$ cat config.mk
export PLATFORM = sky130hd
export DESIGN_NAME = keyed_byte_unmask_rle_decoder_top_flat
export DESIGN_NICKNAME = d
export VERILOG_FILES = /design/src/hw/rtl/kbu_pkg.sv /design/src/hw/rtl/kbu_if.sv /design/src/hw/rtl/kbu_queue.sv /design/src/hw/rtl/kbu_front.sv /design/src/hw/rtl/keyed_byte_unmask_rle_decoder_top.sv /design/src/flat_wrapper.sv
export VERILOG_INCLUDE_DIRS = /design/src /design/src/hw/rtl
export SDC_FILE = /design/constraint.sdc
export NUM_CORES = 1
export LEC_CHECK = 0
export ABC_AREA = 1
export BUFFER_PORTS_ARGS = -buffer_cell sky130_fd_sc_hd__buf_4
export CORE_ASPECT_RATIO = 0.9
export CORE_MARGIN = 3
export CORE_UTILIZATION = 40
export DETAILED_ROUTE_END_ITERATION = 8
export PLACE_DENSITY_LB_ADDON = 0.08
export SETUP_SLACK_MARGIN = 0.2
export SLEW_MARGIN = 0
export SYNTH_ARGS = -nofsm -noshare
export SYNTH_HDL_FRONTEND = slang
export SYNTH_HIERARCHICAL = 1
export SYNTH_SLANG_ARGS = --single-unit
$ cat constraint.sdc
create_clock -name i_clk -period 13.7 [get_ports i_clk]
set_input_delay 0.685 -clock i_clk [delete_from_list [all_inputs] [get_ports i_clk]]
set_output_delay 0.685 -clock i_clk [all_outputs]
set_load 0.005 [all_outputs]
$ cat src/hw/rtl/keyed_byte_unmask_rle_decoder_top_defines.svh
// ---------------------------------------------------------------------------
// Assertion macros for the keyed byte unmask run-length decoder
// Shared concurrent checks, clocked on i_clk and off while i_rst_n is low.
// ---------------------------------------------------------------------------
`ifndef KEYED_BYTE_UNMASK_RLE_DECODER_TOP_DEFINES_SVH
`define KEYED_BYTE_UNMASK_RLE_DECODER_TOP_DEFINES_SVH

// Consequent must hold in the same cycle as the antecedent.
`define KBU_ASSERT_NOW(lbl, ante, cons, msg) \
    lbl: assert property (@(posedge i_clk) disable iff (!i_rst_n) \
        (ante) |-> (cons)) else $error(msg);

// Consequent must hold in the cycle after the antecedent.
`define KBU_ASSERT_NEXT(lbl, ante, cons, msg) \
    lbl: assert property (@(posedge i_clk) disable iff (!i_rst_n) \
        (ante) |=> (cons)) else $error(msg);

`endif

$ cat src/hw/rtl/kbu_pkg.sv
// ---------------------------------------------------------------------------
// kbu_pkg
// Types and constants shared by the keyed byte unmask run-length decoder.
// ---------------------------------------------------------------------------
package kbu_pkg;

    localparam int KEY_BYTES_DEF   = 16;
    localparam int QUEUE_DEPTH_DEF = 2;
    localparam int CFG_IDX_W       = 3;

    localparam logic [3:0] KEY_MASK_RST = 4'hF;
    localparam logic [7:0] RUN_FLAG     = 8'h80;
    localparam logic [7:0] LEN_MASK     = 8'h7F;
    localparam logic [7:0] BYTE_MASK    = 8'hFF;

    typedef enum logic [CFG_IDX_W-1:0] {
        CFG_KEY_LOW       = 3'd0,
        CFG_KEY_HIGH      = 3'd1,
        CFG_KEY_MASK      = 3'd2,
        CFG_SOURCE_LENGTH = 3'd3,
        CFG_OUTPUT_LIMIT  = 3'd4
    } t_cfg_idx;

    typedef enum logic [1:0] {
        MODE_HEADER  = 2'd0,
        MODE_RUN     = 2'd1,
        MODE_LITERAL = 2'd2
    } t_mode;

    typedef struct packed {
        logic [63:0] key_low;
        logic [63:0] key_high;
        logic [3:0]  key_mask;
        logic [31:0] source_length;
        logic [31:0] output_limit;
    } t_cfg;

    typedef struct packed {
        logic [7:0] out_value;
        logic [6:0] repeat_count;
    } t_result;

endpackage

$ cat src/hw/rtl/kbu_if.sv
// ---------------------------------------------------------------------------
// kbu_if
// Valid/ready channels of the decoder: source bytes, results and config.
// ---------------------------------------------------------------------------
interface kbu_in_if;
    logic       valid;
    logic       ready;
    logic [7:0] src_byte;
    logic       first_of_stream;

    modport source (output valid, output src_byte, output first_of_stream, input ready);
    modport sink   (input valid, input src_byte, input first_of_stream, output ready);
endinterface

interface kbu_out_if;
    logic       valid;
    logic       ready;
    logic [7:0] out_value;
    logic [6:0] repeat_count;

    modport source (output valid, output out_value, output repeat_count, input ready);
    modport sink   (input valid, input out_value, input repeat_count, output ready);
endinterface

interface kbu_cfg_if;
    logic                           valid;
    logic                           ready;
    logic [kbu_pkg::CFG_IDX_W-1:0]  addr;
    logic [63:0]                    data;

    modport source (output valid, output addr, output data, input ready);
    modport sink   (input valid, input addr, input data, output ready);
endinterface

$ cat src/hw/rtl/kbu_queue.sv
// ---------------------------------------------------------------------------
// kbu_queue
// Short result queue between the decode front and the output channel.
// ---------------------------------------------------------------------------
`include "keyed_byte_unmask_rle_decoder_top_defines.svh"

module kbu_queue #(
    parameter int DEPTH = kbu_pkg::QUEUE_DEPTH_DEF
) (
    input  logic              i_clk,
    input  logic              i_rst_n,
    input  logic              i_push,
    input  kbu_pkg::t_result  i_data,
    output logic              o_full,
    kbu_out_if.source         o_res
);

    localparam int PTR_W = (DEPTH > 1) ? $clog2(DEPTH) : 1;
    localparam int CNT_W = $clog2(DEPTH + 1);

    kbu_pkg::t_result r_mem [DEPTH];
    logic [PTR_W-1:0] r_wptr, n_wptr;
    logic [PTR_W-1:0] r_rptr, n_rptr;
    logic [CNT_W-1:0] r_count, n_count;
    logic             pop;

    assign pop                = o_res.valid && o_res.ready;
    assign o_full             = (r_count == CNT_W'(DEPTH));
    assign o_res.valid        = (r_count != '0);
    assign o_res.out_value    = r_mem[r_rptr].out_value;
    assign o_res.repeat_count = r_mem[r_rptr].repeat_count;

    always_comb begin
        n_wptr  = r_wptr;
        n_rptr  = r_rptr;
        n_count = r_count;
        if (i_push) begin
            n_wptr = (r_wptr == PTR_W'(DEPTH - 1)) ? '0 : r_wptr + PTR_W'(1);
        end
        if (pop) begin
            n_rptr = (r_rptr == PTR_W'(DEPTH - 1)) ? '0 : r_rptr + PTR_W'(1);
        end
        case ({i_push, pop})
            2'b10:   n_count = r_count + CNT_W'(1);
            2'b01:   n_count = r_count - CNT_W'(1);
            default: n_count = r_count;
        endcase
    end

    always_ff @(posedge i_clk) begin
        if (!i_rst_n) begin
            r_wptr  <= '0;
            r_rptr  <= '0;
            r_count <= '0;
        end else begin
            r_wptr  <= n_wptr;
            r_rptr  <= n_rptr;
            r_count <= n_count;
        end
    end

    always_ff @(posedge i_clk) begin
        if (i_push) begin
            r_mem[r_wptr] <= i_data;
        end
    end

    `KBU_ASSERT_NOW(a_no_push_full, i_push, r_count != CNT_W'(DEPTH), "push into full queue")
    `KBU_ASSERT_NEXT(a_count_up, i_push && !pop, r_count == $past(r_count) + CNT_W'(1), "count did not advance")

endmodule

$ cat src/hw/rtl/kbu_front.sv
// ---------------------------------------------------------------------------
// kbu_front
// Unmasks each source byte and runs the run-length decoder state; one word
// is classified per cycle while the queue has room; any result is queued.
// ---------------------------------------------------------------------------
`include "keyed_byte_unmask_rle_decoder_top_defines.svh"

module kbu_front #(
    parameter int KEY_BYTES = kbu_pkg::KEY_BYTES_DEF
) (
    input  logic              i_clk,
    input  logic              i_rst_n,
    kbu_in_if.sink            i_src,
    input  kbu_pkg::t_cfg     i_cfg,
    input  logic              i_full,
    output logic              o_push,
    output kbu_pkg::t_result  o_res
);

    logic [31:0]         r_counter, n_counter;
    logic [7:0]          r_fb, n_fb;
    kbu_pkg::t_mode      r_mode, n_mode;
    logic [6:0]          r_pending, n_pending;
    logic [31:0]         r_taken, n_taken;
    logic [31:0]         r_written, n_written;
    logic                r_halted, n_halted;

    logic                accept;
    logic                first;
    logic [127:0]        key;
    logic [31:0]         e_counter;
    logic [7:0]          e_fb;
    kbu_pkg::t_mode      e_mode;
    logic [6:0]          e_pending;
    logic [31:0]         e_taken;
    logic [31:0]         e_written;
    logic                e_halted;
    logic [7:0]          k1, k2, t, y, m, d, c;
    logic [31:0]         taken_inc, remaining, room;
    logic [6:0]          run_len;

    function automatic logic [7:0] key_byte(input logic [127:0] kv, input logic [3:0] idx);
        logic [7:0] b;
        b = kv[{idx, 3'b000} +: 8];
        if ({1'b0, idx} >= 5'(KEY_BYTES)) begin
            b = 8'h00;
        end
        return b;
    endfunction

    assign accept      = i_src.valid && i_src.ready;
    assign i_src.ready = !i_full;
    assign first       = i_src.first_of_stream;
    assign key         = {i_cfg.key_high, i_cfg.key_low};

    // Stream start overrides the stored state before the word is used.
    always_comb begin
        e_counter = first ? '0 : r_counter;
        e_fb      = first ? key_byte(key, 4'd0) : r_fb;
        e_mode    = first ? kbu_pkg::MODE_HEADER : r_mode;
        e_pending = first ? '0 : r_pending;
        e_taken   = first ? '0 : r_taken;
        e_written = first ? '0 : r_written;
        e_halted  = first ? 1'b0 : r_halted;
    end

    // Unmask
    always_comb begin
        k1 = key_byte(key, e_counter[3:0] & i_cfg.key_mask);
        k2 = key_byte(key, e_counter[6:3] & i_cfg.key_mask);
        t  = e_counter[7:0] ^ e_counter[15:8];
        y  = {k1[6:0], k2[7]} ^ t;
        m  = y ^ {4'h0, y[7:4]};
        d  = (i_src.src_byte ^ m) - (e_fb ^ k1);
        c  = {d[2:0], d[7:3]};
    end

    assign taken_inc = e_taken + 32'd1;
    assign remaining = i_cfg.source_length - taken_inc;
    assign room      = i_cfg.output_limit - e_written;
    assign run_len   = (room < {25'd0, e_pending}) ? room[6:0] : e_pending;

    always_comb begin
        n_counter = e_counter;
        n_fb      = e_fb;
        n_mode    = e_mode;
        n_pending = e_pending;
        n_taken   = e_taken;
        n_written = e_written;
        n_halted  = e_halted;
        o_push    = 1'b0;
        o_res     = '{out_value: c, repeat_count: 7'd1};
        if (e_halted || e_taken >= i_cfg.source_length) begin
            // drop: stream exhausted or halted
        end else if (e_written >= i_cfg.output_limit) begin
            n_halted = 1'b1;
        end else begin
            n_counter = e_counter + 32'd1;
            n_fb      = (c + k2) ^ {1'b0, e_fb[7:1]};
            n_taken   = taken_inc;
            case (e_mode)
                kbu_pkg::MODE_LITERAL: begin
                    o_push    = 1'b1;
                    n_written = e_written + 32'd1;
                    n_pending = e_pending - 7'd1;
                    if (e_pending == 7'd1) begin
                        n_mode = kbu_pkg::MODE_HEADER;
                    end
                    if (e_written + 32'd1 >= i_cfg.output_limit) begin
                        n_halted = 1'b1;
                    end
                end
                kbu_pkg::MODE_RUN: begin
                    n_mode = kbu_pkg::MODE_HEADER;
                    if (run_len != 7'd0) begin
                        o_push             = 1'b1;
                        o_res.repeat_count = run_len;
                        n_written          = e_written + {25'd0, run_len};
                        if (e_written + {25'd0, run_len} >= i_cfg.output_limit) begin
                            n_halted = 1'b1;
                        end
                    end
                end
                default: begin
                    n_mode = kbu_pkg::MODE_HEADER;
                    if ((c & kbu_pkg::RUN_FLAG) != 8'h00) begin
                        // run header needs a value word after it
                        if (taken_inc >= i_cfg.source_length) begin
                            n_halted = 1'b1;
                        end else begin
                            n_mode    = kbu_pkg::MODE_RUN;
                            n_pending = 7'(c & kbu_pkg::LEN_MASK);
                        end
                    end else if ({24'd0, c} > remaining) begin
                        n_halted = 1'b1;
                    end else if (c != 8'h00) begin
                        n_mode    = kbu_pkg::MODE_LITERAL;
                        n_pending = c[6:0];
                    end
                end
            endcase
        end
        if (!accept) begin
            o_push = 1'b0;
        end
    end

    always_ff @(posedge i_clk) begin
        if (!i_rst_n) begin
            r_counter <= '0;
            r_fb      <= '0;
            r_mode    <= kbu_pkg::MODE_HEADER;
            r_pending <= '0;
            r_taken   <= '0;
            r_written <= '0;
            r_halted  <= 1'b0;
        end else if (accept) begin
            r_counter <= n_counter;
            r_fb      <= n_fb;
            r_mode    <= n_mode;
            r_pending <= n_pending;
            r_taken   <= n_taken;
            r_written <= n_written;
            r_halted  <= n_halted;
        end
    end

    `KBU_ASSERT_NOW(a_count_nonzero, o_push, o_res.repeat_count != 7'd0, "zero repeat count pushed")
    `KBU_ASSERT_NOW(a_literal_len, r_mode == kbu_pkg::MODE_LITERAL, r_pending != 7'd0, "literal run with no length")
    `KBU_ASSERT_NOW(a_halt_silent, accept && !first && r_halted, !o_push, "result while halted")

endmodule

$ cat src/hw/rtl/keyed_byte_unmask_rle_decoder_top.sv
// ---------------------------------------------------------------------------
// keyed_byte_unmask_rle_decoder_top
// Keyed byte unmasker feeding a run-length decoder, with config registers.
// ---------------------------------------------------------------------------
// One source word is taken every cycle while the queue is not full. Its
// unmasking and decoding settle in that cycle in the front, whose byte-wide
// feedback state and decoder mode are registered there; any result is
// registered in a result queue of QUEUE_DEPTH entries and offered from
// there on the output channel. Input ready drops only while the queue is
// full, i.e. while the output side stalls. Each word gives at most one
// result: a byte and how many times to write it. Config writes are taken
// in every cycle and take effect from the next cycle; a key change reaches
// the feedback seed at the next word flagged first_of_stream.

module keyed_byte_unmask_rle_decoder_top #(
    parameter int KEY_BYTES   = kbu_pkg::KEY_BYTES_DEF,
    parameter int QUEUE_DEPTH = kbu_pkg::QUEUE_DEPTH_DEF
) (
    input  logic       i_clk,
    input  logic       i_rst_n,
    kbu_in_if.sink     i_src,
    kbu_cfg_if.sink    i_cfg,
    kbu_out_if.source  o_res
);

    kbu_pkg::t_cfg     r_cfg;
    kbu_pkg::t_result  res;
    logic              push;
    logic              full;

    assign i_cfg.ready = 1'b1;

    always_ff @(posedge i_clk) begin
        if (!i_rst_n) begin
            r_cfg.key_low       <= '0;
            r_cfg.key_high      <= '0;
            r_cfg.key_mask      <= kbu_pkg::KEY_MASK_RST;
            r_cfg.source_length <= '0;
            r_cfg.output_limit  <= '0;
        end else if (i_cfg.valid) begin
            case (kbu_pkg::t_cfg_idx'(i_cfg.addr))
                kbu_pkg::CFG_KEY_LOW:       r_cfg.key_low       <= i_cfg.data;
                kbu_pkg::CFG_KEY_HIGH:      r_cfg.key_high      <= i_cfg.data;
                kbu_pkg::CFG_KEY_MASK:      r_cfg.key_mask      <= i_cfg.data[3:0];
                kbu_pkg::CFG_SOURCE_LENGTH: r_cfg.source_length <= i_cfg.data[31:0];
                kbu_pkg::CFG_OUTPUT_LIMIT:  r_cfg.output_limit  <= i_cfg.data[31:0];
                default: begin
                    // unmapped index: drop the word
                end
            endcase
        end
    end

    kbu_front #(
        .KEY_BYTES (KEY_BYTES)
    ) u_front (
        .i_clk   (i_clk),
        .i_rst_n (i_rst_n),
        .i_src   (i_src),
        .i_cfg   (r_cfg),
        .i_full  (full),
        .o_push  (push),
        .o_res   (res)
    );

    kbu_queue #(
        .DEPTH (QUEUE_DEPTH)
    ) u_queue (
        .i_clk   (i_clk),
        .i_rst_n (i_rst_n),
        .i_push  (push),
        .i_data  (res),
        .o_full  (full),
        .o_res   (o_res)
    );

endmodule
$ cat src/flat_wrapper.sv
// flat-port wrapper written by rule: the top's interface ports become plain ports
module keyed_byte_unmask_rle_decoder_top_flat 
#(
    parameter int KEY_BYTES   = kbu_pkg::KEY_BYTES_DEF,
    parameter int QUEUE_DEPTH = kbu_pkg::QUEUE_DEPTH_DEF
)
  (i_clk, i_rst_n, i_src_valid, i_src_src_byte, i_src_first_of_stream, i_src_ready, i_cfg_valid, i_cfg_addr, i_cfg_data, i_cfg_ready, o_res_valid, o_res_out_value, o_res_repeat_count, o_res_ready);
  kbu_in_if i_src_i ();
  kbu_cfg_if i_cfg_i ();
  kbu_out_if o_res_i ();
  input  logic i_clk;
  input  logic i_rst_n;
  input wire logic [$bits(i_src_i.valid)-1:0] i_src_valid;
  input wire logic [$bits(i_src_i.src_byte)-1:0] i_src_src_byte;
  input wire logic [$bits(i_src_i.first_of_stream)-1:0] i_src_first_of_stream;
  output wire logic [$bits(i_src_i.ready)-1:0] i_src_ready;
  input wire logic [$bits(i_cfg_i.valid)-1:0] i_cfg_valid;
  input wire logic [$bits(i_cfg_i.addr)-1:0] i_cfg_addr;
  input wire logic [$bits(i_cfg_i.data)-1:0] i_cfg_data;
  output wire logic [$bits(i_cfg_i.ready)-1:0] i_cfg_ready;
  output wire logic [$bits(o_res_i.valid)-1:0] o_res_valid;
  output wire logic [$bits(o_res_i.out_value)-1:0] o_res_out_value;
  output wire logic [$bits(o_res_i.repeat_count)-1:0] o_res_repeat_count;
  input wire logic [$bits(o_res_i.ready)-1:0] o_res_ready;
  assign i_src_i.valid = i_src_valid;
  assign i_src_i.src_byte = i_src_src_byte;
  assign i_src_i.first_of_stream = i_src_first_of_stream;
  assign i_src_ready = i_src_i.ready;
  assign i_cfg_i.valid = i_cfg_valid;
  assign i_cfg_i.addr = i_cfg_addr;
  assign i_cfg_i.data = i_cfg_data;
  assign i_cfg_ready = i_cfg_i.ready;
  assign o_res_valid = o_res_i.valid;
  assign o_res_out_value = o_res_i.out_value;
  assign o_res_repeat_count = o_res_i.repeat_count;
  assign o_res_i.ready = o_res_ready;
  keyed_byte_unmask_rle_decoder_top #(.KEY_BYTES(KEY_BYTES), .QUEUE_DEPTH(QUEUE_DEPTH)) u_core (.i_clk(i_clk), .i_rst_n(i_rst_n), .i_src(i_src_i), .i_cfg(i_cfg_i), .o_res(o_res_i));
endmodule
# Word-level counts from Yosys, hierarchy flattened

Memory sizes are Yosys's and may differ from the RTL's. A register that Yosys moved wholly into a read port is not among the register bits.
Index checks and enable logic that the tools add are counted.

Add/sub/neg operators: 13
Magnitude comparators: 7
Equality and inequality tests: 10
Shift-type cells: 2
Mux-type cells: 58
Bitwise logic cells: 8
Reduce and logical (&&, ||, !) cells: 14

Operator list:

| cell                    | number |
|---|---|
| $mux W32                | 10 |
| $shiftx A128 B8 Y8      | 2 |
| $ge A32 B32 Y1          | 5 |
| $add A32 B1 Y32 const B | 3 |
| $mux W7                 | 12 |
| $pmux W32 S2            | 1 |
| $sub A32 B32 Y32        | 2 |
| $add A32 B7 Y32         | 1 |
| $gt A8 B32 Y1           | 1 |
| $lt A32 B7 Y1           | 1 |
| $xor A8 B8 Y8           | 4 |
| $mux W8                 | 3 |
| $mux W1                 | 20 |
| $mux W2                 | 7 |
| $pmux W7 S2             | 1 |
| $reduce_and A2 Y1       | 5 |
| $add A8 B8 Y8           | 1 |
| $and A4 B4 Y4           | 2 |
| $pmux W2 S2             | 2 |
| $reduce_bool A8 Y1      | 1 |
| $sub A8 B8 Y8           | 1 |
| $xor A8 B4 Y8           | 1 |
| $xor A8 B7 Y8           | 1 |
| $eq A7 B1 Y1 const B    | 1 |
| 16 further kinds        | 24 |

Register bits after elaboration: 314
Bits in writable memories: 30
Input bits: 81
Output and inout port bits: 18
Word-level logic and storage cells: 128
Memories kept: 1

Memory list:

| memory               | depth | bits a word | rd ports | clocked after Yosys merged registers in | write ports | RTL line        | text |
|---|---|---|---|---|---|---|---|
| u_core.u_queue.r_mem | 2     | 15          | 1        | 1                                       | 1           | kbu_queue.sv:21 | `kbu_pkg::t_result r_mem [DEPTH];` |

# Longest topological paths before layout

Gate-level depths: netlist (run 1).

Depth after elaboration: 14
Mapped depth: 54

# By module

The synthesis (run 1) kept the hierarchy.

Modules (own cells, without submodules):

| module                            | times used | cells an instance | area an instance (µm²) |
|---|---|---|---|
| kbu_front                         | 1          | 3435              | 19317.3 |
| keyed_byte_unmask_rle_decoder_top | 1          | 1142              | 7892.6 |
| kbu_queue                         | 1          | 83                | 1373.8 |

# Worst setup path before layout (run 1)

Ideal clock, no wire load.

Kind: input to register
From: input port i_src_first_of_stream
To: register u_core.u_front.r_halted
Library setup time: 0.132 ns
Arrival time: 7.705 ns
Required time: 13.568 ns
Setup slack: 5.863 ns
Cell stages on the path: 50
Buffers on the path: 7
Cells stage by stage: buf_6 -> clkbuf_1 -> clkbuf_1 -> buf_2 -> buf_2 -> buf_2 -> clkbuf_1 -> nor2_1 -> ha_1 -> fa_1 -> inv_1 -> nand2_1 -> nand3_1 -> xnor2_1 -> inv_1 -> ha_1 -> nand3b_1 -> nand4_1 -> [14 not listed] -> inv_1 -> nand2_1 -> nor2_1 -> nand2_1 -> nor3_1 -> xor2_1 -> inv_1 -> ha_1 -> a21oi_1 -> nor2_1 -> a211oi_1 -> o221ai_1 -> nand3_1 -> nand2_1 -> nand2_1 -> nand2_1 -> nand2_1 -> a21oi_1

Word-level cells in the longest chain between the ends: 13
Elaborated cells between the ends (all ways): 43
Classes of those cells: 6 x add/sub; 7 x order compare; 2 x eq/ne; 2 x shift; 17 x mux; 7 x bitwise; 2 x reduce/logical

Ends and longest elaborated chain:

| element                                                                   | RTL line           | text |
|---|---|---|
| from (decl)                                                               | flat_wrapper.sv:15 | `input wire logic [$bits(i_src_i.first_of_stream)-1:0] i_src_first_of_stream;` |
| parallel branches: the longest is 12 deep, another holds $sub A32 B32 Y32 | n/a                |  |
| $mux W1 (*)                                                               | kbu_front.sv:93    | `if (e_halted \|\| e_taken >= i_cfg.source_length) begin` |
| to (signal assigned)                                                      | kbu_front.sv:164   | `r_halted <= n_halted;` |
| to (decl)                                                                 | kbu_front.sv:26    | `logic r_halted, n_halted;` |

Mark *: on every way between the ends.
A chain may end at the register's enable or synchronous reset.

# Worst setup path after layout (run 1)

Ends and elaborated chain as after synthesis.

==> metrics.txt, run 1 <==
status finished clean; HP Class in2reg; CTS root buffer clkbuf_16; Max Cap Violations 0; leakage power about 14 nW; first-pass GRT wire length 163 mm; adder-cell share of the synthesized area under 10%; total track usage between 20% and 30%; min Tclk post-route roughly 8.0 ns; die width 288 um; fmax ~0.12 GHz; die height 260 um; largest family of logic cells by synthesized area simple AND/OR/NAND/NOR gates; mux cell area share after synthesis 0.862%; Core ar. 0.0704 sq mm; Via density 5.33; TNS Setup 0 ns; switch share 42.0%; RSZ-0062 raised after global routing no; Compound-Gate Fraction of Synth Area ~14%; Ports 99; WL/cell 19.2 um; worst-skew pair later-pin latency 0.60 ns; Syn Inst Count 4,660; CP top delay family simple AND/OR/NAND/NOR gates; clk slew on worst S/H paths 0.06 ns; grt ovf 0; PwrDens 121 mW/mm^2; HPWL after DPL about 80 mm; CTS tree yes; Gate power share 40.5%; Slowest cell on crit path buf_4; layout cell share with drive strength beyond 1 6.26%; DR iter-0 viols roughly 2,800; R2R cell count 45; P_int 2.19 mW; measured slew at the worst slew-check pin 1.17 ns; Setup violations, final 0; ys async rst share 0%; row count 92; # DRC 0; Antenna Cells 0; Total Die Area between 0.07 and 0.08 sq mm; area grow syn2layout 9.38%; worst clock skew 0.0236 ns; Simple-Gate Fraction of Synth Area 35.0%; critical path fanouts, max 50; Slew Limit Headroom between 20% and 30%; depth of the CTS H-tree 2; EDFF count, synth 30; PostCTS Resize Cnt 0; CTS max path bufs 3; Ys Warns 6; initial core utilization 40.6%; hold path endpoint u_core/r_cfg[65]; NetSw 1.59 mW; Post-Synthesis Net Count a little under 5,000; clock share of power 31.0%; Reg-to-Reg Start u_core/u_front/r_written[1]; CTS sink cnt 329; Setup crit end kind flop; Synth Area in XOR/XNOR 4.96%; post-CTS setup buffers 0; register area share after synthesis 24.1%; period utilisation layout 58.6%; IO Port Bufs 97; vias 29,900; Fin. Hold Viols 0; DRT Pass-1 Iters 6; CP Class in2reg; largest net degree at the start of global routing 113; Post-CTS Hold Buffers 0; vias in the first global route 26,900; max incr delay on CP 0.64 ns; average size of a mapped cell 6.13 sq um; Synth cell types 66; min-delay src i_cfg_data[1]; ys flop type dfxtp_1; Hold Path Depth 3; sequential power share 28.5%; R2R setup slack roughly 6.4 ns; Crit path required time ~14 ns; number of CTS-inserted buffers 41; gp weighted congestion between 0.9 and 1; Core Util, Final around 44%; Post-Route WL 108 mm; initial antenna violation count 1; WP data arrival between 8 and 9 ns; synthesized area 0.0286 sq mm; Post-DRT Antenna Nets 0; nets 4,928; reg2reg end u_core/u_front/r_halted; crit path buf inv count 8; Peak supply drop 0.0958 mV; max-slew violations 0; startpoint types input pin; Top cell by count, worst path nand2_1; Synth Register Bits 329
==> layout by cell type (no fill, tap or decap), types with 6 or more instances in the layout <==
master,synthesis,layout
nand2_1,1065,1060
nor2_1,679,677
inv_1,643,642
nand3_1,406,406
a21oi_1,334,334
dfxtp_1,299,299
o21ai_0,251,251
ha_1,205,205
xor2_1,128,128
buf_4,12,125
o211ai_1,63,63
nand4_1,62,62
nor3_1,56,56
clkbuf_16,0,41
xnor2_1,32,32
edfxtp_1,30,30
a211oi_1,18,18
nor2_2,17,15
inv_2,10,12
or2_2,12,12
nor2_4,7,11
o21bai_1,11,11
nor4_1,11,11
nand3b_1,11,11
mux2_4,10,10
nand2_2,7,9
clkbuf_8,0,8
and2_1,8,8
o21a_1,8,8
clkinv_1,7,7
o22ai_1,7,7
clkbuf_1,101,6
clkinv_2,0,6
nor3_2,6,6
==> Yosys cell counts (3+ instances only) <==
master / instances / area share, %
nand2_1: 1065 / 14
nor2_1: 679 / 8.9
inv_1: 643 / 8.4
nand3_1: 406 / 7.1
a21oi_1: 334 / 5.8
dfxtp_1: 299 / 21
o21ai_0: 251 / 4.4
ha_1: 205 / 9.0
xor2_1: 128 / 3.9
clkbuf_1: 101 / 1.3
o211ai_1: 63 / 1.7
nand4_1: 62 / 1.4
nor3_1: 56 / 0.98
buf_2: 51 / 0.89
xnor2_1: 32 / 0.98
edfxtp_1: 30 / 3.2
a211oi_1: 18 / 0.47
nor2_2: 17 / 0.37
buf_1: 15 / 0.20
buf_4: 12 / 0.32
buf_6: 12 / 0.47
or2_2: 12 / 0.26
nand3b_1: 11 / 0.29
nor4_1: 11 / 0.24
o21bai_1: 11 / 0.29
inv_2: 10 / 0.13
mux2_4: 10 / 0.53
and2_1: 8 / 0.18
o21a_1: 8 / 0.21
clkinv_1: 7 / 0.092
nand2_2: 7 / 0.15
nor2_4: 7 / 0.28
o22ai_1: 7 / 0.15
nor3_2: 6 / 0.21
a31oi_1: 5 / 0.11
fa_1: 5 / 0.35
mux2_2: 5 / 0.20
nor3b_1: 5 / 0.13
o21ai_1: 5 / 0.088
mux2i_1: 4 / 0.14
o221ai_1: 4 / 0.12
a21o_1: 3 / 0.079
and3_1: 3 / 0.066
nand4_2: 3 / 0.13
==> per-layer routing <==
| layer | vias up | routed length, um | track usage [%] |
|---|---|---|---|
| met1 | 13700 | 49500 | 39.5 |
| met4 | 2 | 3940 | 9.78 |
| met2 | 1016 | 46600 | 43.4 |
| met5 | - | 8 | 0 |
| li1 | 15000 | - | - |
| met3 | 170 | 7670 | 4.27 |
==> metrics by stage <==
stage               setup WS (ns)  hold WS [ns]  cells  cell area [sq um]  total power [mW]
detailed placement           5.24         0.455   5534              29800              2.59
global route                 4.93         0.373   5608              31300              4.02
finish                       5.67         0.364   5608              31300              3.78
floorplan                    5.86         0.427   4660              28600              2.11
global placement             5.33         0.449   5534              29800              2.60
CTS                          5.84         0.344   5608              31300              3.78
==> tightest hold or removal path, stage by stage <==
cell     delay [ns]
buf_4          0.09
nand3_1        0.07
nand3_1        0.07
==> area by class of cell <==
class	count	area, sq um
inverter	661	2480
sequential	329	6890
clock buffer	54	1140
clock inverter	20	292
multi-input combinational	3478	18300
timing repair buffer	126	952
tap	940	1180
fill	7784	39200
==> how the worst max path moves through the flow <==
stage / to / from / depth (start not counted)
floorplan: u_core/u_front/r_halted / i_src_first_of_stream / 50
detailed placement: u_core/u_front/r_halted / i_src_first_of_stream / 43
global route: u_core/u_front/r_halted / i_src_first_of_stream / 46
CTS: u_core/u_front/r_halted / i_src_first_of_stream / 45
finish: u_core/u_front/r_halted / i_src_first_of_stream / 45
global placement: u_core/u_front/r_halted / i_src_first_of_stream / 45
==> cell families after synthesis <==
family                     after synthesis
buffers and inverters                  853
AOI/OAI and AO/OA                      719
DFF                                    329
other                                    1
muxes                                   19
xor gates and xnor gates               161
and+or+nand+nor                       2368
adders and majority gates              210
==> sequential cells by signal, indices dropped and copies added (netlist names), named ones only <==
register,cells
u_core/u_front/r_pending,7
u_core/u_queue/r_count,2
u_core/u_front/r_halted,1
u_core/u_queue/r_rptr,1
u_core/u_front/r_taken,32
u_core/u_queue/r_mem,30
u_core/u_front/r_mode,2
u_core/u_front/r_fb,8
u_core/u_queue/r_wptr,1
u_core/r_cfg,196
u_core/u_front/r_written,32
u_core/u_front/r_counter,16
==> power groups by stage <==
stage               clock network (mW)  logic [mW]  registers [mW]
floorplan                            0        1.03            1.08
detailed placement                   0        1.50            1.10
finish                            1.17        1.53            1.08
global placement                     0        1.50            1.10
global route                      1.24        1.70            1.08
CTS                               1.21        1.50            1.08
No activity file was read; power rests on OpenSTA's default activity.
==> inputs of run 2 (changes only) <==
--- a/config.mk
+++ b/config.mk
@@ -6,7 +6,7 @@
 export SDC_FILE = /design/constraint.sdc
 export NUM_CORES = 1
 export LEC_CHECK = 0
-export ABC_AREA = 1
+export ABC_AREA = 0
 export BUFFER_PORTS_ARGS = -buffer_cell sky130_fd_sc_hd__buf_4
 export CORE_ASPECT_RATIO = 0.9
 export CORE_MARGIN = 3
==> constraint.sdc (replaced) <==
create_clock -name i_clk -period 8.1 [get_ports i_clk]
set_input_delay 0.405 -clock i_clk [delete_from_list [all_inputs] [get_ports i_clk]]
set_output_delay 0.405 -clock i_clk [all_outputs]
set_load 0.005 [all_outputs]
==> metrics.txt, run 2 <==
row count 88 (was 92); FILL cells 6,334 (was 7,784); status finished clean (unchanged); critical path fanouts, max 5 (was 50); CTS sink cnt 329 (unchanged); clk slew on worst S/H paths 0.06 ns (about the same); Synth cell types 96 (was 66); NetSw 1.58 mW (was 1.59 mW); max-slew violations 0 (unchanged); P_int 3.27 mW (was 2.19 mW); CTS root buffer clkbuf_16 (unchanged); Post-DRT Antenna Nets 0 (unchanged); nets 3,639 (was 4,928); number of CTS-inserted buffers 40 (was 41); dpl ws -0.338 ns (was 5.24 ns); Max Cap Violations 0 (unchanged); die height 249 um (was 260 um); depth of the CTS H-tree 2 (unchanged); largest net degree at the start of global routing 98 (was 113); Fin. Hold Viols 0 (unchanged); register area share after synthesis 26.3% (was 24.1%); EDFF count, synth 30 (unchanged); worst clock skew 0.0234 ns (was 0.0236 ns); grt ovf 0 (unchanged); DRT Pass-1 Iters 5 (was 6); top flop regs u_core/r_cfg (196), u_core/u_front/r_taken (32), u_core/u_front/r_written (32) (unchanged); measured slew at the worst slew-check pin 1.14 ns (was 1.17 ns); Syn Inst Count 3,145 (was 4,660); sequential power share 35.6% (was 28.5%); leakage power 13.1 nW (was 14.3 nW); Ports 99 (unchanged); initial antenna violation count 2 (was 1); CP Class reg2reg (was in2reg); fmax 0.131 GHz; DR iter-0 viols 2,376 (was 2,767); CTS max path bufs 3 (unchanged); most frequent cell after synthesis nand2_1 (unchanged); Peak supply drop 0.145 mV (was 0.0958 mV); initial core utilization 40.6% (about the same); Via density 5.84 (was 5.33); crit path buf inv count 6 (was 8); CTS tree yes (unchanged); Yosys top cell area share 22.9% (was 20.9%); WP data arrival 8.10 ns (was 8.50 ns); TNS Setup 0 ns (unchanged); Post-CTS Hold Buffers 0 (unchanged); period utilisation layout 94.1%; ys flop type dfxtp_1 (unchanged); switch share 32.6% (was 42.0%); most frequent cells in the layout nand2_1, buf_4, dfxtp_1, mux2i_1, ha_1 (was nand2_1, nor2_1, inv_1, nand3_1, a21oi_1); Gate power share 26.8% (was 40.5%); # DRC 0 (unchanged); area grow syn2layout 17.0% (was 9.38%); Slew Limit Headroom 22.9% (was 22.2%); Final WS setup 0.481 ns (was 5.67 ns); Biggest register u_core/r_cfg (unchanged); HP Class in2reg (unchanged); min Tclk post-route 7.62 ns; Setup violations, final 0 (unchanged); clock share of power 37.7% (was 31.0%); Commonest cells post-synth nand2_1, dfxtp_1, mux2i_1 (was nand2_1, nor2_1, inv_1); HPWL after DPL 78.1 mm (was 80.5 mm); RSZ-0062 raised after global routing yes (was no); Core ar. 0.0644 sq mm (was 0.0704 sq mm); IO Port Bufs 97 (unchanged); worst-skew pair later-pin latency 0.57 ns (was 0.60 ns); Ys Warns 6 (unchanged); layout cell share with drive strength beyond 1 17.2% (was 6.26%); vias 24,700 (was 29,900); most area-hungry cell type in the Yosys netlist dfxtp_1 (unchanged); average size of a mapped cell 8.32 sq um (was 6.13 sq um); vias in the first global route 23,600 (was 26,900); max incr delay on CP 0.39 ns (was 0.64 ns); number of flip-flops in the largest register 196 (unchanged); startpoint types flop (was input pin); total track usage 28.9% (was 28.0%); die width 276 um (was 288 um); Total Die Area 0.0686 sq mm (was 0.0747 sq mm); gp weighted congestion 0.930 (was 0.995); ys async rst share 0% (unchanged); synthesized area 0.0262 sq mm (was 0.0286 sq mm); synth top area cells dfxtp_1, ha_1, mux2i_1 (was dfxtp_1, nand2_1, ha_1); Post-Synthesis Net Count 3,436 (was 4,951); CP top delay family compound AO/OA/AOI/OAI gates (was simple AND/OR/NAND/NOR gates); Synth Register Bits 329 (unchanged); Slowest cell on crit path or3_4 (was buf_4); Crit path required time 8.58 ns (was 14.17 ns); WL/cell 24.1 um (was 19.2 um); PwrDens 158 mW/mm^2 (was 121 mW/mm^2); commonest non-fill, non-tap cell in the layout nand2_1 (unchanged); Post-Route WL 102 mm (was 108 mm); first-pass GRT wire length 151 mm (was 163 mm); Setup crit end kind flop (unchanged)
## run 2: changes by cell type in the layout (fill, tap and decap cells not counted), moves of 99 or more
cell and delta:
o21ai_0 -117, nor2b_1 +99, nor2_1 -524, nand3_1 -332, buf_4 +206, mux2i_1 +220
nand2_1 -548, xnor2_1 +113, a21oi_1 -159, inv_1 -496
## run 2: power by group through the flow
| stage | Combinational (mW) | Sequential [mW] | Clock [mW] |
|---|---|---|---|
| 2_1_floorplan | 0.748 | 1.74 | 0 |
| 3_3_place_gp | 1.22 | 1.76 | 0 |
| 3_5_place_dp | 1.23 | 1.76 | 0 |
| 4_1_cts | 1.26 | 1.72 | 1.87 |
| 5_1_grt | 1.39 | 1.73 | 1.94 |
| 6_report | 1.30 | 1.73 | 1.83 |
## run 2: repair_timing
item,CTS,global route
gates resized for setup,18,44
buffers inserted,10,6
endpoints found under the setup margin,1,8
pin swaps,20,36
## run 2: final timing paths
kind	startpoint	endpoint	slack, ns	cells past startpoint
max	u_core/u_front/r_written[0]	u_core/u_front/r_halted	0.48	43
min reg2reg	u_core/u_front/r_mode[1]	u_core/u_front/r_mode[1]	0.46	2
min	i_cfg_data[2]	u_core/r_cfg[66]	0.11	3
max reg2reg	u_core/u_front/r_written[0]	u_core/u_front/r_halted	0.48	43
## run 2: worst register-to-register path: cells and delay by family (launching register included)
kind	cells	cell delay, ns
buffers and inverters	6	0.78
multiplexers	1	0.23
AND/OR/NAND/NOR	12	1.91
adder cells (fa/ha/maj)	6	1.60
AO/OA/AOI/OAI	16	2.32
XOR/XNOR	2	0.37
flip-flops	1	0.33
## run 2: layout make-up
cell class | instances | area [sq um] | share of cell area (%)
Antenna cell | 1 | 2.50 | 0.00817
Clock buffer | 56 | 1160 | 3.79
Clock inverter | 12 | 158 | 0.515
Inverter | 149 | 559 | 1.83
Multi-Input combinational cell | 2490 | 18200 | 59.4
Sequential cell | 329 | 6890 | 22.5
Tap cell | 855 | 1070 | 3.49
Timing Repair Buffer | 338 | 2600 | 8.50
## run 2: cell families (layout without fill, tap and decap cells)
logic type	Yosys count	in the layout	synth area share, %
compound gates	664	664	16.2
xor+xnor	199	199	6.71
fa+ha+maj	210	210	10.2
buf+inv	326	555	5.55
flops	329	329	26.3
mux	310	310	15.0
other cells	1	2	0.0143
simple gates	1106	1106	20.0
## run 2: layer usage
layer	routed length [um]	global-route usage [%]	vias to the layer above
met5	0	0	-
met4	2870	8.18	0
met3	7510	5.09	147
met2	43500	42.5	873
met1	47900	42.9	12000
li1	-	-	11600
## run 2: per-stage QoR
step                utilization (%)  power [mW]  hold WS [ns]  cells  instance area [sq um]
finish                         47.5        4.85         0.109   4230                  30600
global route                   47.5        5.06        0.0978   4229                  30600
CTS                            47.2        4.85        0.0780   4223                  30400
detailed placement             44.9        2.99         0.443   4145                  28900
floorplan                         -        2.49         0.425   3145                  26300
global placement               44.9        2.98         0.447   4145                  28900
